$ cat src/hdl/sptr_fifo.sv
// Small register queue that carries the peak bin of each finished frame
// from the bin pipeline to the frequency finisher. Depends on nothing.
`timescale 1ns / 1ps

module sptr_fifo #(
    parameter int DATA_W = 9,
    parameter int DEPTH  = 4
) (
    input  logic              i_clk,
    input  logic              i_rst_n,
    input  logic              i_push,
    input  logic [DATA_W-1:0] i_data,
    input  logic              i_pop,
    output logic              o_empty,
    output logic [DATA_W-1:0] o_data
);

    localparam int PTR_W = (DEPTH > 1) ? $clog2(DEPTH) : 1;
    localparam int CNT_W = $clog2(DEPTH + 1);

    logic [DATA_W-1:0] r_mem [DEPTH];
    logic [PTR_W-1:0]  r_wr, r_rd;
    logic [CNT_W-1:0]  r_count;

    always_ff @(posedge i_clk) begin
        if (i_push) begin
            r_mem[r_wr] <= i_data;
        end
    end

    always_ff @(posedge i_clk) begin
        if (!i_rst_n) begin
            r_wr    <= '0;
            r_rd    <= '0;
            r_count <= '0;
        end else begin
            if (i_push) begin
                r_wr <= (r_wr == PTR_W'(DEPTH - 1)) ? '0 : r_wr + 1'b1;
            end
            if (i_pop) begin
                r_rd <= (r_rd == PTR_W'(DEPTH - 1)) ? '0 : r_rd + 1'b1;
            end
            if (i_push && !i_pop) begin
                r_count <= r_count + 1'b1;
            end else if (!i_push && i_pop) begin
                r_count <= r_count - 1'b1;
            end
        end
    end

    assign o_empty = (r_count == '0);
    assign o_data  = r_mem[r_rd];

`ifndef SYNTHESIS
    a_no_overflow: assert property (@(posedge i_clk) disable iff (!i_rst_n)
        i_push |-> (r_count < CNT_W'(DEPTH)) || i_pop)
        else $error("frame queue written while full");
    a_no_underflow: assert property (@(posedge i_clk) disable iff (!i_rst_n)
        i_pop |-> r_count != '0)
        else $error("frame queue read while empty");
`endif

endmodule

$ cat config.mk
export PLATFORM = sky130hd
export DESIGN_NAME = sptr_fifo
export DESIGN_NICKNAME = d
export VERILOG_FILES = /design/src/hdl/sptr_fifo.sv
export SDC_FILE = /design/constraint.sdc
export NUM_CORES = 1
export LEC_CHECK = 0
export BUFFER_PORTS_ARGS = -buffer_cell sky130_fd_sc_hd__buf_2
export CAP_MARGIN = 10
export CORE_MARGIN = 1.5
export CORE_UTILIZATION = 55
export CTS_CLUSTER_SIZE = 30
export DETAILED_ROUTE_END_ITERATION = 16
export PLACE_DENSITY = 0.88
export SLEW_MARGIN = 30
export SYNTH_ARGS = -nofsm -noshare
export SYNTH_HDL_FRONTEND = slang
export SYNTH_SLANG_ARGS = --single-unit
$ cat constraint.sdc
create_clock -name i_clk -period 2.2 [get_ports i_clk]
set_clock_uncertainty 0.2 [all_clocks]
set_input_delay 0.22 -clock i_clk [delete_from_list [all_inputs] [get_ports i_clk]]
set_output_delay 0.22 -clock i_clk [all_outputs]
set_load 0.02 [all_outputs]
* Yosys cells after proc, flatten, opt, wreduce, memory -nomap -nowiden *
Memories as Yosys holds them, arrays and structs flattened. A register that Yosys moved wholly into a read port is not among the register bits.
Cells that the tools add are included.

storage, ports and cells
  register bits after elaboration = 7
  memory bits (writable) = 36
  input bits = 13
  memories kept = 1

memory list
  memory  depth  bits a word  rd ports  clocked after Yosys merged registers in  wr ports  line  text
  r_mem   4      9            1         1                                        1         21    logic [DATA_W-1:0] r_mem [DEPTH];

operators by class
  $add $sub $neg = 4
  equal/unequal tests = 2
  muxes and demuxes = 8
  reduce and logical (&&, ||, !) cells = 6

operators by type and width
  cell                                                                number
  2-bit two-way mux                                                   4
  3-bit two-way mux                                                   2
  2-bit by 1-bit adder with 2-bit output, second input constant       2
  2-bit equality test, second input constant                          2
  3-bit by 1-bit adder with 3-bit output, second input constant       1
  3-bit zero test                                                     1
  3-bit by 1-bit subtractor with 3-bit output, second input constant  1
  1-bit logical AND                                                   2
  1-bit zero test                                                     2
  1-bit two-way mux                                                   2
  2-bit nonzero test                                                  1

* Longest topological paths before layout *
  depth after elaboration = 4
  mapped depth = 7
  gate-level depth less buffers = 7

* Least setup slack after synthesis *
Ideal clock, no wire load.

  path type = input -> register
  from = input port i_pop
  to = register r_count[2]
  library setup time = 70 ps
  arrival = 1413 ps
  data required time = 1930 ps
  slack = 517 ps
  cell stages on the path = 7
  cells stage by stage = inv_1 ha_1 inv_1 fa_1 xor2_1 or3_1 a21boi_1

between the ends
  longest elaborated chain between the ends = 3
  elaborated cells on any way between the ends = 5
  those cells by class = mux: 1; reduce/logical: 4

RTL lines
  item                                                     line  text
  from (decl)                                              13    input logic i_pop,
  1-bit zero test                                          43    if (i_push && !i_pop) begin
  1-bit logical AND                                        43
  3-bit two-way mux or 2-bit nonzero test (tied branches)  --
  to (signal assigned)                                     44    r_count <= r_count + 1'b1;
  to (signal assigned)                                     46    r_count <= r_count - 1'b1;
  to (decl)                                                23    logic [CNT_W-1:0] r_count;

Several ways; a longest one is shown, not always the timed one.
A chain may end at the register's enable or synchronous reset.

==> results.ini <==
[routing]
via_per_inst=5.17
ant_nets=0
wl_met1_um=987
drc=0
routed_wl_mm=2.67
wl_per_cell_um=15.3
dr_wl_met2_mm=1.46
met3_length_um=175
highest_layer=met4
drt-pass1-iter-count=4
vias=900
drtIter0Drc=38

[clocking]
cts_root_buf=clkbuf_4
cts.sinks=45
insertion_delay_ps=340
cts_tree=yes
numCtsBuffers=5
postCtsSetupBuffers=0
cts_buffer_depth=2
clk_pin_slew_ps=110
h-tree-depth=2

[pwr]
peakVddDrop_mv=0.450
totalPowerFinal_uw=1560
leakagePower_uw=0.000758
powerDensity_nw_per_um2=757

[critical_path]
cp_max_fo=5
cp.required_ps=1780
crit_chain=buf_4 > mux4_2 > buf_2
cp_top_family=multiplexers
critPathKind=reg2out
crit_slowest_cell=mux4_2
crit_arrival_ps=1600
r2r_setup_slack_ps=510
slowest_delay_ps=500
worstReg2RegStart=r_count[0]$_SDFFE_PN0P_
crit_path_start_kind=register
cp-end-kind=output port
rr_endpoint=r_count[2]$_SDFFE_PN0P_
r2r_cells=4
path_buf_inv=2

[run]
maxCapViolCount=0

[grt]
grt_max_degree=14
grt_pass1_vias=951
antenna_found_initial=0
overflow=0
gr-usage-all-layers_pct=17.4
grt_pass1_wl_mm=4.13

[timing]
fin_crit_sh_pct=92.0
hold_viol_final=0
final.min_clock_period_ps=2020
worst_pin_slew_ps=505
max-slew-margin-rel_pct=66.4
fin_tns_setup_ps=0
slew_viol_final=0
clock.fmax_mhz=494
rsz0062_at_grt=no
fin_ws_ps=177
holdWs_ps=41.9
setup_violations=0

[synth]
synth-seq-cells=45
syn_area_per_cell_um2=19.4
ys_seq_area_share_pct=72.1
synth_area_um2=1750
yosys_warnings=0
yosysUniqueCellTypes=19
synthCells=90
synth_fp_nets=110

[placement]
dp_hpwl_mm=1.87
place_ws_ps=260
gp_congestion=0.735
portBuffers=22
dpl_cell_area_um2=1910

[cells_and_area]
ff_latch_area_um2=1260
final_nets=149
drive_above_1_share_pct=30.8
syn_to_final_growth_pct=18.0
multi_input_comb_area_um2=458
n_antenna_cell=0
fillCellCount=216
final_area_um2=2070

[min_path]
hold_path_depth=3
worstHoldStart=i_pop
hold_class=in2reg

[status]
status=finished, final reports clean

[die]
die_area_um2=3530
coreArea_um2=3030
start_util_pct=57.8
die_w_um=59.4
top_level_ports=23
die_h_um=59.4
floorplan.rows=20

## cells by family after synthesis
kind of cell             after synthesis  share of synthesized area, %
XOR/XNOR                               2                          1.00
buffers and inverters                  6                          1.79
AO/OA/AOI/OAI                          3                          1.14
flip-flops                            45                          72.1
AND/OR/NAND/NOR                       14                          4.72
multiplexers                          13                          13.9
adder cells (fa/ha/maj)                7                          5.43
## cells in the mapped netlist
cell type / n / share of area, %
a21boi_1: 1 / 0.43
and2_1: 5 / 1.8
buf_6: 1 / 0.64
clkbuf_2: 1 / 0.29
dfxtp_1: 9 / 10
edfxtp_1: 36 / 62
fa_1: 1 / 1.1
ha_1: 6 / 4.3
inv_1: 4 / 0.86
mux2i_1: 4 / 2.3
mux4_2: 9 / 12
nor2_1: 1 / 0.21
nor2b_1: 5 / 1.8
nor3_1: 2 / 0.57
o21a_1: 1 / 0.43
o21ai_0: 1 / 0.29
or3_1: 1 / 0.36
xnor2_1: 1 / 0.50
xor2_1: 1 / 0.50
## layout by cell type, fill, tap and decap left out
cell	instances
o21ai_0	1
xnor2_1	1
and2_1	5
buf_4	2
a21boi_1	1
inv_1	4
clkbuf_4	5
mux2i_1	4
xor2_1	1
mux4_2	9
dfxtp_1	8
buf_2	22
o21a_1	1
nor3_1	2
or3_1	1
clkinv_2	1
dfxtp_2	1
clkinv_1	2
edfxtp_1	36
fa_1	1
nor2b_1	5
dlygate4sd3_1	10
nor2_1	1
ha_1	6
## how the worst max path moves through the flow
| stage | start | endpoint | slack [ps] | cells past startpoint |
|---|---|---|---|---|
| after global routing | register | o_data[5] | 100 | 3 |
| after detailed placement | i_pop | r_count[2]$_SDFFE_PN0P_ | 260 | 8 |
| after CTS | register | o_data[0] | 20 | 3 |
| after floorplan | i_pop | r_count[2]$_SDFFE_PN0P_ | 520 | 7 |
| after global placement | i_pop | r_count[2]$_SDFFE_PN0P_ | 360 | 8 |
| final | register | o_data[0] | 180 | 3 |
## power by group
part	internal, µW	switching, µW
clock	116	231
sequential	968	30.3
combinational	107	112
total	1190	373
## layer usage
metal	vias up	global-route usage [%]
met5	-	0
met4	0	7.79
met3	6	6.33
met2	34	30.9
met1	438	18.2
li1	422	-
## cell type report
class / instances / share of cell area, %
clock inverters: 3 / 0.606
repair buffers: 34 / 10.9
multi-input cells: 39 / 22.2
inverters: 4 / 0.727
well taps: 44 / 2.67
clock buffers: 5 / 1.82
flip-flops and latches: 45 / 61.1
## tightest hold or removal path, delay by kind of cell
kind / cells / cell delay [ps]
AND/OR/NAND/NOR: 1 / 50
AO/OA/AOI/OAI: 1 / 170
buffers and inverters: 1 / 110
## stage by stage
stage / cells / util, %
2_1_floorplan: 90 / -
3_3_place_gp: 156 / 63.2
3_5_place_dp: 156 / 63.2
4_1_cts: 174 / 68.2
5_1_grt: 174 / 68.2
6_report: 174 / 68.2
## registers in the layout, indices dropped and copies added, names as in the netlist, named ones only
signal	flops
r_mem	36
r_count	3
r_rd	2
r_wr	2
## timing repair
action / in CTS / in global routing
endpoints found under the hold margin: 45 / 0
resized for setup: 0 / 1
endpoints found under the setup margin: 0 / 5
hold buffers: 10 / 0
No activity file was read; power rests on OpenSTA's default activity.
