--- src/hdl/sptr_pkg.sv ---
// Package for the spectrum peak frequency tracker: payload and configuration
// structs, register indexes, reset values and shared constants.
// Depends on nothing.
`timescale 1ns / 1ps

package sptr_pkg;

    localparam int HALF_BINS_DEF      = 512;
    localparam int BIN_WIDTH_BITS_DEF = 24;

    // Depth of the frame queue between the bin pipeline and the finisher.
    localparam int QUEUE_DEPTH = 4;

    localparam int CFG_IDX_W  = 8;
    localparam int CFG_DATA_W = 24;

    localparam int FRAC_BITS   = 8;
    localparam int ALPHA_W     = 17;
    localparam int ALPHA_SHIFT = 16;
    localparam int FREQ_W      = 24;

    localparam logic [ALPHA_W-1:0] ALPHA_ONE = 17'h10000;

    localparam logic [CFG_IDX_W-1:0] CFG_BIN_WIDTH       = 8'd0;
    localparam logic [CFG_IDX_W-1:0] CFG_SMOOTHING_ALPHA = 8'd1;
    localparam logic [CFG_IDX_W-1:0] CFG_MAX_FREQUENCY   = 8'd2;
    localparam logic [CFG_IDX_W-1:0] CFG_MIN_FREQUENCY   = 8'd3;

    localparam logic [23:0] RST_BIN_WIDTH       = 24'd11025;
    localparam logic [16:0] RST_SMOOTHING_ALPHA = 17'd32768;
    localparam logic [15:0] RST_MAX_FREQUENCY   = 16'd20000;
    localparam logic [15:0] RST_MIN_FREQUENCY   = 16'd20;

    typedef struct packed {
        logic [23:0] bin_width;
        logic [16:0] smoothing_alpha;
        logic [15:0] max_frequency;
        logic [15:0] min_frequency;
    } t_cfg;

    typedef struct packed {
        logic signed [23:0] bin_real;
        logic signed [23:0] bin_imag;
        logic               last_bin;
    } t_in_item;

    typedef struct packed {
        logic [15:0] dominant_frequency;
        logic [8:0]  dominant_bin;
    } t_out_item;

endpackage

--- src/hdl/sptr_front.sv ---
// Bin pipeline: accepts FFT bins, forms their power and keeps the running
// peak of the frame; hands the peak bin of each frame to the queue. Uses sptr_pkg.
`timescale 1ns / 1ps

module sptr_front #(
    parameter int HALF_BINS = sptr_pkg::HALF_BINS_DEF,
    parameter int IDX_W     = $clog2(HALF_BINS)
) (
    input  logic               i_clk,
    input  logic               i_rst_n,
    input  logic               i_in_valid,
    output logic               o_in_ready,
    input  sptr_pkg::t_in_item i_in,
    output logic               o_push,
    output logic [IDX_W-1:0]   o_push_bin,
    input  logic               i_pop
);

    localparam int CNT_W  = $clog2(HALF_BINS + 1);
    localparam int SQ_W   = 47;
    localparam int PW_W   = SQ_W + 1;
    localparam int PEND_W = $clog2(sptr_pkg::QUEUE_DEPTH + 1);

    logic                     w_accept;
    logic                     w_in_range;
    logic signed [23:0]       w_re, w_im;
    logic signed [47:0]       w_sq_re, w_sq_im;
    logic                     w_take;
    logic [IDX_W-1:0]         w_best_bin;
    logic                     w_last_in;

    logic [CNT_W-1:0]  r_cnt;
    logic [PEND_W-1:0] r_pend, n_pend;

    logic              r_s1_valid, r_s1_use, r_s1_last;
    logic [IDX_W-1:0]  r_s1_idx;
    logic [SQ_W-1:0]   r_sq_re, r_sq_im;

    logic              r_s2_valid, r_s2_use, r_s2_last;
    logic [IDX_W-1:0]  r_s2_idx;
    logic [PW_W-1:0]   r_pw;

    logic [PW_W-1:0]   r_best_pw;
    logic [IDX_W-1:0]  r_best_bin;

    // Each pending frame holds one queue slot from its last bin until the
    // finisher takes it, so the queue can never overflow.
    assign o_in_ready = (r_pend < PEND_W'(sptr_pkg::QUEUE_DEPTH));
    assign w_accept   = i_in_valid && o_in_ready;
    assign w_in_range = (r_cnt < CNT_W'(HALF_BINS));
    assign w_last_in  = i_in.last_bin;
    assign w_re       = i_in.bin_real;
    assign w_im       = i_in.bin_imag;
    assign w_sq_re    = w_re * w_re;
    assign w_sq_im    = w_im * w_im;

    always_comb begin
        n_pend = r_pend;
        if (w_accept && w_last_in && !i_pop) begin
            n_pend = r_pend + 1'b1;
        end else if (!(w_accept && w_last_in) && i_pop) begin
            n_pend = r_pend - 1'b1;
        end
    end

    always_ff @(posedge i_clk) begin
        if (!i_rst_n) begin
            r_cnt      <= '0;
            r_pend     <= '0;
            r_s1_valid <= 1'b0;
            r_s2_valid <= 1'b0;
        end else begin
            r_pend     <= n_pend;
            r_s1_valid <= w_accept;
            r_s2_valid <= r_s1_valid;
            if (w_accept) begin
                if (w_last_in) begin
                    r_cnt <= '0;
                end else if (w_in_range) begin
                    r_cnt <= r_cnt + 1'b1;
                end
            end
        end
    end

    always_ff @(posedge i_clk) begin
        if (w_accept) begin
            r_sq_re   <= w_sq_re[SQ_W-1:0];
            r_sq_im   <= w_sq_im[SQ_W-1:0];
            r_s1_idx  <= r_cnt[IDX_W-1:0];
            r_s1_use  <= w_in_range;
            r_s1_last <= w_last_in;
        end
        if (r_s1_valid) begin
            r_pw      <= PW_W'(r_sq_re) + PW_W'(r_sq_im);
            r_s2_idx  <= r_s1_idx;
            r_s2_use  <= r_s1_use;
            r_s2_last <= r_s1_last;
        end
    end

    // Strictly greater keeps the first bin of equal peaks.
    assign w_take     = r_s2_valid && r_s2_use && (r_pw > r_best_pw);
    assign w_best_bin = w_take ? r_s2_idx : r_best_bin;

    always_ff @(posedge i_clk) begin
        if (!i_rst_n) begin
            r_best_pw  <= '0;
            r_best_bin <= '0;
        end else if (r_s2_valid) begin
            if (r_s2_last) begin
                r_best_pw  <= '0;
                r_best_bin <= '0;
            end else if (w_take) begin
                r_best_pw  <= r_pw;
                r_best_bin <= r_s2_idx;
            end
        end
    end

    assign o_push     = r_s2_valid && r_s2_last;
    assign o_push_bin = w_best_bin;

`ifndef SYNTHESIS
    a_pend_bound: assert property (@(posedge i_clk) disable iff (!i_rst_n)
        r_pend <= PEND_W'(sptr_pkg::QUEUE_DEPTH))
        else $error("more frames pending than queue slots");
`endif

endmodule

--- config.mk ---
export PLATFORM = sky130hd
export DESIGN_NAME = sptr_front
export DESIGN_NICKNAME = d
export VERILOG_FILES = /design/src/hdl/sptr_pkg.sv /design/src/hdl/sptr_front.sv
export SDC_FILE = /design/constraint.sdc
export NUM_CORES = 2
export LEC_CHECK = 0
export BUFFER_PORTS_ARGS = -buffer_cell sky130_fd_sc_hd__clkbuf_2
export CORE_UTILIZATION = 40
export DETAILED_ROUTE_END_ITERATION = 7
export PLACE_DENSITY = 0.59
export SYNTH_ARGS = -nofsm -noshare
export SYNTH_HDL_FRONTEND = slang
export SYNTH_SLANG_ARGS = --single-unit
export TNS_END_PERCENT = 50
--- constraint.sdc ---
create_clock -name i_clk -period 9.35 [get_ports i_clk]
set_input_delay 0 -clock i_clk [delete_from_list [all_inputs] [get_ports i_clk]]
set_output_delay 0 -clock i_clk [all_outputs]
set_load 0.02 [all_outputs]
# After elaboration in Yosys (flattened, before gate mapping)
# Cells that the tools add are included.
word_totals:
  regBits: 236
  in_bits: 53
  output_inout_bits: 11
  word_cells: 46
op_classes:
  n_addsub: 4
  multipliers: 2
  order_cmp: 3
  muxes: 8
  n_reduce_logical: 14
op_table:
  columns: ["operator", "count"]
  rows:
  - ["48-bit 2-to-1 mux", 2]
  - ["24-bit by 24-bit multiplier with 47-bit output", 2]
  - ["47-bit by 47-bit adder with 48-bit output", 1]
  - ["48-bit greater-than comparator", 1]
  - ["10-bit 2-to-1 mux", 2]
  - ["9-bit 2-to-1 mux", 2]
  - ["10-bit by 1-bit adder with 10-bit output (second input constant)", 1]
  - ["10-bit less-than comparator (second input constant)", 1]
  - ["1-bit logical AND", 7]
  - ["3-bit 2-to-1 mux", 2]
  - ["2-bit nonzero test", 3]
  - ["2-bit AND reduction", 2]
  - ["3-bit by 1-bit adder with 3-bit output (second input constant)", 1]
  - ["3-bit less-than comparator (second input constant)", 1]
  - ["3-bit by 1-bit subtractor with 3-bit output (second input constant)", 1]
  - ["1-bit logical NOT", 2]

# Logic depth before layout (Yosys ltp)
logic_depth:
  word_depth: 7
  ltp_mapped: 28
  ltp_nobuf: 25

# Worst setup path before layout
# OpenSTA, ideal clock, no wires.
synth_timing:
  path_type: "input-to-reg"
  startpoint: "input port i_in[21] in the netlist's numbering"
  endpoint: "register r_sq_im[35], data pin"
  setup_time_ns: 0.261
  arrival_time_ns: 6.696
  t_required_ns: 9.089
  path_slack_ns: 2.393
  path_stages: 24
  path_buffers: 2
  path_cell_list: "clkbuf_1 clkbuf_1 nand2_1 fa_1 inv_1 fa_1 fa_1 inv_1 fa_1 inv_1 fa_1 fa_1 inv_1 fa_1 inv_1 ha_1 a21o_1 a21o_1 a21o_1 a221o_1 o41ai_1 o21ai_0 o31a_1 xor2_1"
synth_via:
  elab_chain_len: 1
synth_rtl:
  columns: ["element", "line", "source"]
  rows:
  - ["start, declared", "sptr_front.sv:13", "input sptr_pkg::t_in_item i_in,"]
  - ["24-bit by 24-bit multiplier with 47-bit output", "sptr_front.sv:55", "assign w_sq_im = w_im * w_im;"]
  - ["via w_sq_im[35]", "sptr_front.sv:27", "logic signed [47:0] w_sq_re, w_sq_im;"]
  - ["end signal, assigned", "sptr_front.sv:89", "r_sq_im <= w_sq_im[SQ_W-1:0];"]
  - ["end, declared", "sptr_front.sv:37", "logic [SQ_W-1:0] r_sq_re, r_sq_im;"]
# The timed path passes the listed nets, and every way through them passes these cells.
# A chain may end at the register's enable or synchronous reset.

# Worst setup path after layout
layout_timing:
  startpoint: "input port i_in[17] in the netlist's numbering"
  endpoint: "register r_sq_im[35], data pin"
# The elaborated chain is that of the path after synthesis.

==> impl_metrics.tcl <==
set metrics [dict create \
    status "complete, no violations" \
    final.setup.tns_ps 0 \
    setup_viol 0 \
    hp-class "primary input to flop" \
    clock_sinks 234 \
    required_ps 9620 \
    synthesis.area_um2 48800 \
    track_usage_pct 18.2 \
    syn2layout_area_growth_pct 5.55 \
    vias 31800 \
    syn_nets 6502 \
    end_kind "flop" \
    antenna_found_initial 1 \
    rows 127 \
    rsz0062_at_grt "false" \
    critical_path_arrival_ps 7510 \
    drt.antenna.violating_nets 0 \
    clk_path_buf_depth 3 \
    synth_cell_types 71 \
    diodes 0 \
    final_util_pct 42.8 \
    insertion_delay_ps 550 \
    drtIter0Drc 1697 \
    pin_count 64 \
    die_w_um 351 \
    nets 6467 \
    wl_per_cell_um 16.2 \
    regArea_um2 6310 \
    fin_crit_sh_pct 77.4 \
    fillers 11900 \
    root_buffer "clkbuf_16" \
    period_needed_ps 7240 \
    timing.hold.ws_ps 28.9 \
    synth_edf_count 162 \
    slew_violations 0 \
    grt_pass1_wl_mm 178 \
    htreeDepth 1 \
    synth-seq-cells 234 \
    critPathMaxFanout 24 \
    dp_hpwl_mm 87.6 \
    place_area_um2 50700 \
    max_freq_ghz 0.138 \
    finalClockSkew_ps 26.6 \
    overflow 0 \
    path_clk_slew_ps 60 \
    synth_cells 4973 \
    drt_pass1_iterations 5 \
    die_height_um 351 \
    grt_max_degree 61 \
    ys_warn_count 0 \
    core_region_area_um2 120000 \
    wl_mm 106 \
    start_util_pct 40.5 \
    ys_seq_area_share_pct 12.9 \
    maxSlewHeadroom_pct 34.5 \
    first_global_vias 34900 \
    reg2reg_setup_slack_ps 5170 \
    drc 0 \
    drive_gt1_share_pct 2.74 \
    final_area_um2 51500 \
    multiInputGateArea_um2 36600 \
    port_buffers 63 \
    critical_path_class "primary input to flop" \
    dieArea_um2 123000 \
    synth.avg_cell_area_um2 9.81 \
    synthArstFlopShare_pct 0 \
    via_per_inst 4.84 \
    hold_viol 0 \
    worstMarginPinSlew_ps 983 \
    ctsResizeCount 0 \
    maxCapViolCount 0 \
    gp_congestion 0.859 \
    synthFlopType "edfxtp_1" \
    startpoint_type "primary input" \
    cts_tree "built" \
    cts_made_buffers 24 \
]
## layer usage
metal  vias to the layer above  global-route usage [%]  wire (um)  part of all wire [%]
met5                         -                       0          0                     0
met4                         0                    3.60       2200                   2.1
met3                       151                    1.80       3700                   3.5
met2                       523                    33.4      56200                    53
met1                     16300                    23.1      44200                    42
li1                      14800                       -          -                     -
## path summary, 6_finish.rpt
check | startpoint | to | cells past startpoint
hold / removal | i_pop | r_pend[1] | 5
setup reg to reg | r_pw[26] | r_best_pw[28] | 10
hold reg to reg | r_s1_idx[7] | r_s2_idx[7] | 0
setup / recovery | i_in[17] | r_sq_im[35] | 24
## area by class of cell
cell class / instances / area share [%]
Clock inverter: 10 / 0.231
Multi-Input combinational cell: 3180 / 71.1
Clock buffer: 34 / 1.34
Inverter: 1418 / 10.3
Timing Repair Buffer: 80 / 0.869
Tap cell: 1612 / 3.91
Sequential cell: 234 / 12.2
## stage by stage
step | setup WS, ps | std cells
6_report | 2110 | 6568
5_1_grt | 1760 | 6568
4_1_cts | 2210 | 6568
3_5_place_dp | 1660 | 6522
3_3_place_gp | 1730 | 6522
2_1_floorplan | 2390 | 4973
## placed cells by master, fill, tap and decap left out, types with 5 or more instances in the layout
cell type,synthesis,final
clkbuf_16,0,25
o21ai_0,64,64
nand3b_1,10,10
dfxtp_1,72,71
nor2_1,110,110
nor4_1,6,6
nand4_1,25,25
fa_1,1094,1094
xor2_1,45,45
mux2_1,9,9
and4_1,7,7
nor2b_1,47,45
and2_1,210,210
a21oi_1,120,120
o211ai_1,14,14
nor3_1,27,27
o21a_1,21,21
clkbuf_2,0,63
clkbuf_1,128,6
mux2i_1,53,53
a2111oi_0,5,5
nand2_1,500,500
buf_4,0,15
nand2b_1,19,19
a21o_1,97,97
o311ai_0,6,6
a31oi_1,11,11
a211oi_1,15,15
or3_1,8,8
o21bai_1,19,19
inv_1,1417,1416
o2111ai_1,10,10
ha_1,382,382
nand3_1,38,38
or2_2,7,7
xnor2_1,115,115
and3_1,20,20
o31ai_1,8,8
edfxtp_1,162,162
## worst max-delay path, cell delays in order
cell and delay (ps):
clkbuf_2 540, nand2_1 240, fa_1 540, fa_1 540
inv_1 50, fa_1 520, inv_1 50, fa_1 500
inv_1 50, fa_1 480, fa_1 490, inv_1 50
fa_1 470, inv_1 60, ha_1 370, a21o_1 190
a21o_1 160, a21o_1 190, a2bb2oi_1 350, a21boi_0 240
o41ai_1 680, o21ai_0 300, o31a_1 310, xor2_1 140
## logic make-up after synthesis
kind of cell | synth area share, %
adders and majority gates | 54.7
xor gates and xnor gates | 2.87
AOI/OAI and AO/OA | 5.95
DFF | 12.9
buffers and inverters | 12.1
and+or+nand+nor | 10.2
muxes | 1.29
## flip-flops by register name, indices dropped and copies added (netlist names), 3 cells and up
name / flops
r_s1_idx: 9
r_best_pw: 48
r_pend: 3
r_pw: 48
r_cnt: 10
r_best_bin: 9
r_s2_idx: 9
r_sq_re: 46
r_sq_im: 46
## cell usage after synthesis (all sizes together) (10+ instances only)
cell,number,area (um^2)
clkbuf,128,480
xor2,45,394
mux2i,53,531
nor2b,47,294
edfxtp,162,4860
o21bai,19,143
a31oi,11,68.8
and3,20,125
nand4,25,156
inv,1417,5320
ha,382,4780
buf,13,104
dfxtp,72,1440
nand2,500,1880
nand3,39,200
o21a,21,158
nand2b,19,119
xnor2,115,1010
nand3b,10,75.1
nor2,110,413
and2,210,1310
o21ai,66,330
fa,1094,21900
o2111ai,10,87.6
a21o,97,728
o211ai,14,105
a21oi,120,601
nor3,28,145
a211oi,16,125
## timing repair
action	CTS	global route
hold endpoints to repair	11	0
hold buffers	2	0
buffers inserted	0	0
Power is left out: the tool's default activity adds up to more than one toggle a clock period on the data nets, which glitch-free logic cannot reach.
