$ cat src/hdl/sptr_pkg.sv
// Package for the spectrum peak frequency tracker: payload and configuration
// structs, register indexes, reset values and shared constants.
// Depends on nothing.
`timescale 1ns / 1ps

package sptr_pkg;

    localparam int HALF_BINS_DEF      = 512;
    localparam int BIN_WIDTH_BITS_DEF = 24;

    // Depth of the frame queue between the bin pipeline and the finisher.
    localparam int QUEUE_DEPTH = 4;

    localparam int CFG_IDX_W  = 8;
    localparam int CFG_DATA_W = 24;

    localparam int FRAC_BITS   = 8;
    localparam int ALPHA_W     = 17;
    localparam int ALPHA_SHIFT = 16;
    localparam int FREQ_W      = 24;

    localparam logic [ALPHA_W-1:0] ALPHA_ONE = 17'h10000;

    localparam logic [CFG_IDX_W-1:0] CFG_BIN_WIDTH       = 8'd0;
    localparam logic [CFG_IDX_W-1:0] CFG_SMOOTHING_ALPHA = 8'd1;
    localparam logic [CFG_IDX_W-1:0] CFG_MAX_FREQUENCY   = 8'd2;
    localparam logic [CFG_IDX_W-1:0] CFG_MIN_FREQUENCY   = 8'd3;

    localparam logic [23:0] RST_BIN_WIDTH       = 24'd11025;
    localparam logic [16:0] RST_SMOOTHING_ALPHA = 17'd32768;
    localparam logic [15:0] RST_MAX_FREQUENCY   = 16'd20000;
    localparam logic [15:0] RST_MIN_FREQUENCY   = 16'd20;

    typedef struct packed {
        logic [23:0] bin_width;
        logic [16:0] smoothing_alpha;
        logic [15:0] max_frequency;
        logic [15:0] min_frequency;
    } t_cfg;

    typedef struct packed {
        logic signed [23:0] bin_real;
        logic signed [23:0] bin_imag;
        logic               last_bin;
    } t_in_item;

    typedef struct packed {
        logic [15:0] dominant_frequency;
        logic [8:0]  dominant_bin;
    } t_out_item;

endpackage

$ cat src/hdl/sptr_back.sv
// Frequency finisher: turns a frame's peak bin into a smoothed, clamped
// frequency and holds it in the output register. Uses sptr_pkg.
`timescale 1ns / 1ps

module sptr_back #(
    parameter int HALF_BINS      = sptr_pkg::HALF_BINS_DEF,
    parameter int BIN_WIDTH_BITS = sptr_pkg::BIN_WIDTH_BITS_DEF,
    parameter int IDX_W          = $clog2(HALF_BINS)
) (
    input  logic                i_clk,
    input  logic                i_rst_n,
    input  sptr_pkg::t_cfg      i_cfg,
    input  logic                i_empty,
    input  logic [IDX_W-1:0]    i_bin,
    output logic                o_pop,
    output logic                o_out_valid,
    input  logic                i_out_ready,
    output sptr_pkg::t_out_item o_out
);

    localparam int BW     = BIN_WIDTH_BITS;
    localparam int AW     = sptr_pkg::ALPHA_W;
    localparam int LF_W   = sptr_pkg::FREQ_W;
    localparam int F_W    = IDX_W + BW;
    localparam int FLO_W  = F_W / 2;
    localparam int FHI_W  = F_W - FLO_W;
    localparam int PLO_W  = AW + FLO_W;
    localparam int PHI_W  = AW + FHI_W;
    localparam int PL_W   = AW + LF_W;
    localparam int SUM_W  = AW + ((F_W > LF_W) ? F_W : LF_W);
    localparam int SM_W   = SUM_W - sptr_pkg::ALPHA_SHIFT;

    localparam logic [2:0] ST_IDLE  = 3'd0;
    localparam logic [2:0] ST_MUL_F = 3'd1;
    localparam logic [2:0] ST_MUL_P = 3'd2;
    localparam logic [2:0] ST_SUM   = 3'd3;
    localparam logic [2:0] ST_OUT   = 3'd4;

    logic [2:0]         r_state;
    logic [IDX_W-1:0]   r_bin;
    logic [F_W-1:0]     r_f;
    logic [AW-1:0]      r_alpha, r_beta;
    logic [PLO_W-1:0]   r_p_lo;
    logic [PHI_W-1:0]   r_p_hi;
    logic [PL_W-1:0]    r_p_last;
    logic [SUM_W-1:0]   r_sum;
    logic [LF_W-1:0]    r_last_freq;
    logic               r_out_valid;
    sptr_pkg::t_out_item r_out;

    logic [BW+23:0]     w_width_ext;
    logic [BW-1:0]      w_width;
    logic [SM_W-1:0]    w_sm, w_hi, w_lo, w_clamp, w_res;
    logic [IDX_W+8:0]   w_bin_ext;
    logic               w_load;

    // Only the low BIN_WIDTH_BITS bits of the register take part.
    assign w_width_ext = {{BW{1'b0}}, i_cfg.bin_width};
    assign w_width     = w_width_ext[BW-1:0];

    assign w_sm    = r_sum[SUM_W-1:sptr_pkg::ALPHA_SHIFT];
    assign w_hi    = SM_W'({i_cfg.max_frequency, {sptr_pkg::FRAC_BITS{1'b0}}});
    assign w_lo    = SM_W'({i_cfg.min_frequency, {sptr_pkg::FRAC_BITS{1'b0}}});
    // Clamp to the maximum first; a minimum above the maximum then zeroes it.
    assign w_clamp = (w_sm > w_hi) ? w_hi : w_sm;
    assign w_res   = (w_clamp < w_lo) ? '0 : w_clamp;

    assign w_bin_ext = {9'b0, r_bin};

    assign o_pop  = (r_state == ST_IDLE) && !i_empty;
    assign w_load = (r_state == ST_OUT) && (!r_out_valid || i_out_ready);

    always_ff @(posedge i_clk) begin
        if (!i_rst_n) begin
            r_state     <= ST_IDLE;
            r_last_freq <= '0;
            r_out_valid <= 1'b0;
        end else begin
            case (r_state)
                ST_IDLE: begin
                    if (!i_empty) begin
                        r_state <= ST_MUL_F;
                    end
                end
                ST_MUL_F: r_state <= ST_MUL_P;
                ST_MUL_P: r_state <= ST_SUM;
                ST_SUM:   r_state <= ST_OUT;
                ST_OUT: begin
                    if (w_load) begin
                        r_state     <= ST_IDLE;
                        r_last_freq <= w_res[LF_W-1:0];
                    end
                end
                default: r_state <= ST_IDLE;
            endcase
            if (w_load) begin
                r_out_valid <= 1'b1;
            end else if (i_out_ready) begin
                r_out_valid <= 1'b0;
            end
        end
    end

    always_ff @(posedge i_clk) begin
        if (o_pop) begin
            r_bin   <= i_bin;
            r_alpha <= (i_cfg.smoothing_alpha > sptr_pkg::ALPHA_ONE)
                       ? sptr_pkg::ALPHA_ONE : i_cfg.smoothing_alpha;
        end
        if (r_state == ST_MUL_F) begin
            r_f    <= F_W'(r_bin) * F_W'(w_width);
            r_beta <= sptr_pkg::ALPHA_ONE - r_alpha;
        end
        // The raw frequency is split in two halves to keep each product narrow.
        if (r_state == ST_MUL_P) begin
            r_p_lo   <= PLO_W'(r_alpha) * PLO_W'(r_f[FLO_W-1:0]);
            r_p_hi   <= PHI_W'(r_alpha) * PHI_W'(r_f[F_W-1:FLO_W]);
            r_p_last <= PL_W'(r_beta) * PL_W'(r_last_freq);
        end
        if (r_state == ST_SUM) begin
            r_sum <= SUM_W'(r_p_lo) + (SUM_W'(r_p_hi) << FLO_W) + SUM_W'(r_p_last);
        end
        if (w_load) begin
            r_out.dominant_frequency <= w_res[sptr_pkg::FRAC_BITS +: 16];
            r_out.dominant_bin       <= w_bin_ext[8:0];
        end
    end

    assign o_out_valid = r_out_valid;
    assign o_out       = r_out;

`ifndef SYNTHESIS
    a_freq_clamped: assert property (@(posedge i_clk) disable iff (!i_rst_n)
        r_out_valid |-> (r_out.dominant_frequency <= i_cfg.max_frequency)
        || (r_out.dominant_frequency == '0))
        else $error("reported frequency above the upper clamp");
    a_free_out_loads: assert property (@(posedge i_clk) disable iff (!i_rst_n)
        (r_state == ST_OUT) && !r_out_valid |=> r_out_valid && (r_state == ST_IDLE))
        else $error("finished frame not moved to a free output register");
`endif

endmodule

$ cat config.mk
export PLATFORM = sky130hd
export DESIGN_NAME = sptr_back
export DESIGN_NICKNAME = d
export VERILOG_FILES = /design/src/hdl/sptr_pkg.sv /design/src/hdl/sptr_back.sv
export SDC_FILE = /design/constraint.sdc
export NUM_CORES = 2
export LEC_CHECK = 0
export BUFFER_PORTS_ARGS = -buffer_cell sky130_fd_sc_hd__buf_4
export CAP_MARGIN = 10
export CORE_UTILIZATION = 51
export DETAILED_ROUTE_END_ITERATION = 8
export PLACE_DENSITY = 0.78
export REMOVE_ABC_BUFFERS = 1
export SYNTH_ARGS = -nofsm -noshare
export SYNTH_HDL_FRONTEND = slang
export SYNTH_SLANG_ARGS = --single-unit
export TNS_END_PERCENT = 100
$ cat constraint.sdc
create_clock -name i_clk -period 21.2 [get_ports i_clk]
set_input_delay 4.24 -clock i_clk [delete_from_list [all_inputs] [get_ports i_clk]]
set_output_delay 4.24 -clock i_clk [all_outputs]
set_load 0.05 [all_outputs]
# --- After elaboration in Yosys (flattened, before gate mapping) ---
# Index checks and enable logic that the tools add are counted.
# Widths: inputs -> output; s select.
op_classes:
  reduce_logical: 9
  n_mux: 7
  order_cmp: 3
  n_eq_ne: 6
  n_addsub: 3
  mul: 4
op_table:
  columns: ["operator", "count"]
  rows:
  - ["$add 33x50->50", 1]
  - ["$add 50x41->50", 1]
  - ["$mul 17x24->41", 1]
  - ["$gt 34x24->1", 1]
  - ["$lt 34x24->1", 1]
  - ["$mul 17x17->34", 1]
  - ["$mux 34", 1]
  - ["$mul 17x16->33", 1]
  - ["$mul 9x24->33", 1]
  - ["$mux 24", 1]
  - ["$gt 17x17->1 const B", 1]
  - ["$sub 17x17->17 const A", 1]
  - ["$pmux 3 s5", 1]
  - ["$eq 3x2->1 const B", 2]
  - ["$mux 3", 2]
  - ["$ne 2x2->1 const B", 2]
  - ["$reduce_and 2->1", 2]
  - ["$eq 3x1->1 const B", 1]
  - ["$eq 3x3->1 const B", 1]
  - ["$logic_not 3->1", 1]
  - ["$logic_and 1x1->1", 2]
  - ["$logic_not 1->1", 2]
  - ["$mux 1", 2]
  - ["$reduce_bool 2->1", 1]
  - ["$logic_or 1x1->1", 1]
word_totals:
  word_cells: 45
  in_bits: 86
  reg_bits: 287

# --- Longest topological paths before layout ---
depth:
  depth_word: 5
  ltp_mapped: 25
  ltp_nobuf: 23

# --- Worst setup path before layout ---
# No wires, ideal clock.
synth_timing:
  path_kind: "in2out"
  start: "input port i_empty"
  end: "output port o_pop"
  setup_slack_ns: 8.845
  t_arrival_ns: 8.115
  required_time_ns: 16.960
  stages: 1
  n_path_buf: 0
  path_cell_list: "nor4_1"
synth_via:
  elab_chain_len: 2
synth_rtl:
  columns: ["item", "line", "text"]
  rows:
  - ["start: declaration", "sptr_back.sv:13", "input logic i_empty,"]
  - ["$logic_not 1->1", null, null]
  - ["$logic_and 1x1->1", "sptr_back.sv:70", "assign o_pop = (r_state == ST_IDLE) && !i_empty;"]
  - ["end: declaration", "sptr_back.sv:15", "output logic o_pop,"]
# No other way between the ends.

# --- Worst setup path after layout ---
# Same ends and word-level chain as after synthesis.

==> impl_metrics.toml <==
[sta]
slew_viol_final = 0
timing.final.crit_share_pct = 42.6
setup_tns_ns = 0
slew_headroom_pct = 27.4
final_hold_viol_count = 0
skew_ns = 0.0290
fmax_mhz = 111
tightest_slew_ns = 1.09
rsz0062_at_grt = "no"
period_minus_slack_ns = 9.03
finalSetupViolCount = 0

[die]
initial_utilization_pct = 51.5
die-area_um2 = 99000
rows = 114
fp.dieH_um = 315
die_w_um = 315
core-area_um2 = 96700
ioPinCount = 113

[drt]
drt_first_pass_iters = 7
via_count = 35800
antenna_left = 0
routed_via_density = 5.47
wire_per_inst_um = 18.1
first_iter_violations = 2557
wl_mm = 118
drc = 0

[synth]
synth.distinct_cells = 78
synth-seq-area-share_pct = 15.8
synth.most_common_cell = "inv_1"
postSynthAreaPerCell_um2 = 9.44
synth_top_area_share_pct = 37.5
ys_ff_latch = 271
yosysWarnings = 0
async_flop_share_pct = 0
synthTopCellsByArea = "fa_1 37%, edfxtp_1 15%, ha_1 12%"
synth_edf_count = 243
ys.flop_type = "edfxtp_1"
netlist_instances = 5279
syn_area_um2 = 49800
synth_commonest_cells = "1,155 x inv_1, 933 x fa_1, 834 x nand2_1"
yosys.area.top_type = "fa_1"

[global_route]
overflow = 0
grt_usage_pct = 25.0
grt_pass1_wl_mm = 197
grt_pass1_vias = 38900
grt_start_max_net_pins = 70
antenna_found_initial = 0

[worst_hold_path]
whs_endpoint = "r_last_freq[7]"
hold_path_depth = 1
hold_class = "flop to flop"
min_from = "r_sum[23]"

[finish]
area_growth_pct = 6.17
fillers = 8352
final-seq-area_um2 = 7860
nets = 6739
drive_gt1_share_pct = 4.78
multiInputGateArea_um2 = 36800
antennaDiodeCount = 0

[cts]
hold_buffers = 0
clk_pin_slew_ns = 0.06
cts_tree = "yes"
worst_skew_pair.late_latency_ns = 0.57
cts-root-buf = "clkbuf_16"
cts_setup_buffers = 0
htree_levels = 2
cts-buffers-inserted = 34
cts-resized-gates = 0
clock_sinks = 271
clockBufferDepth = 3

[run_status]
status = "completed"

[setup_path]
path_max_fanout = 2
worstPathArrival_ns = 4.79
critPathKind = "input pin to output pin"
r2r_end = "r_p_last[37]"
ff2ff_path_depth = 20
r2r_slack_ns = 13.52
critPathLaunchType = "input pin"
rr_startpoint = "r_beta[2]"
endpoint_kind = "output pin"
required_ns = 16.96

[placement]
port_buffers = 112
gp_congestion = 0.918
dp_hpwl_mm = 90.6

[flow_run]
maxCapViolCount = 0
==> placed cells by master, fill, tap and decap left out, types with 5 or more instances in the layout <==
cell / count
a21boi_0: 7
ha_1: 476
clkbuf_1: 7
nand3_1: 36
nor2b_1: 42
nand4_1: 15
or2_2: 6
o21bai_1: 19
o21ai_0: 66
dfxtp_1: 28
o211ai_1: 7
clkbuf_16: 35
nor4_1: 11
o21ai_1: 5
a21oi_1: 122
inv_1: 1155
mux2_2: 15
buf_4: 157
nand2b_1: 18
xnor2_1: 102
o31a_1: 5
a21o_1: 70
o31ai_1: 11
edfxtp_1: 243
xor2_1: 45
nor2_1: 109
nor3_1: 31
fa_1: 933
a211oi_1: 15
or3_1: 11
o21a_1: 26
nand2_1: 834
and3_1: 11
and2_1: 452
a31oi_1: 13
a22o_1: 24
or4_1: 8
==> cell families (layout without fill, tap and decap cells) <==
kind of cell,Yosys count,after routing,synth area share (%)
flops,271,271,15.8
xor+xnor,147,147,2.58
mux,17,17,0.379
fa+ha+maj,1409,1409,49.4
compound gates,448,448,6.05
buf+inv,1383,1374,10.4
simple gates,1604,1604,15.3
==> stage by stage <==
step	util [%]	setup WS [ns]	hold slack, ns	instances	area [um^2]
6_report	54.7	12.17	0.477	6546	52900
5_1_grt	54.7	12.12	0.500	6546	52900
4_1_cts	54.7	12.16	0.480	6546	52900
3_5_place_dp	53.5	11.76	0.464	6484	51800
3_3_place_gp	53.5	11.91	0.448	6484	51800
2_1_floorplan	-	8.84	0.452	5051	49000
==> layer usage <==
layer | part of all wire (%) | vias up | track usage, %
met5 | 0 | - | 0
met4 | 4.0 | 0 | 9.58
met3 | 8.4 | 326 | 4.03
met1 | 40 | 17900 | 32.2
met2 | 47 | 1558 | 42.2
li1 | - | 16000 | -
==> worst max path at each step <==
stage | startpoint | end | depth (start not counted)
after floorplan | i_empty | o_pop | 1
after global placement | i_cfg[62] | r_f[32] | 19
after CTS | i_empty | o_pop | 3
after global routing | i_empty | o_pop | 3
after detailed placement | i_cfg[62] | r_f[32] | 19
final | i_empty | o_pop | 3
==> critical path, cell delays in order <==
cell    delay (ns)
buf_4         0.12
nor4_2        0.18
buf_4         0.25
==> cell type report <==
| cell class | instances | share of cell area, % |
|---|---|---|
| clock buffers | 42 | 1.70 |
| clock inverters | 20 | 0.456 |
| inverters | 1155 | 8.19 |
| multi-input cells | 3625 | 69.6 |
| flip-flops and latches | 271 | 14.9 |
| well taps | 1276 | 3.02 |
| repair buffers | 157 | 2.23 |
==> flip-flops by register name, summed over array words and instances, names as in the netlist <==
register	flops
r_p_last	41
o_out	25
o_out_valid	1
r_sum	34
r_bin	9
r_state	3
r_p_hi	34
r_last_freq	24
r_alpha	17
r_beta	17
r_p_lo	33
r_f	33
Power is not shown: default switching activity piles up to over one toggle a cycle in this logic, so the estimate is an artifact.
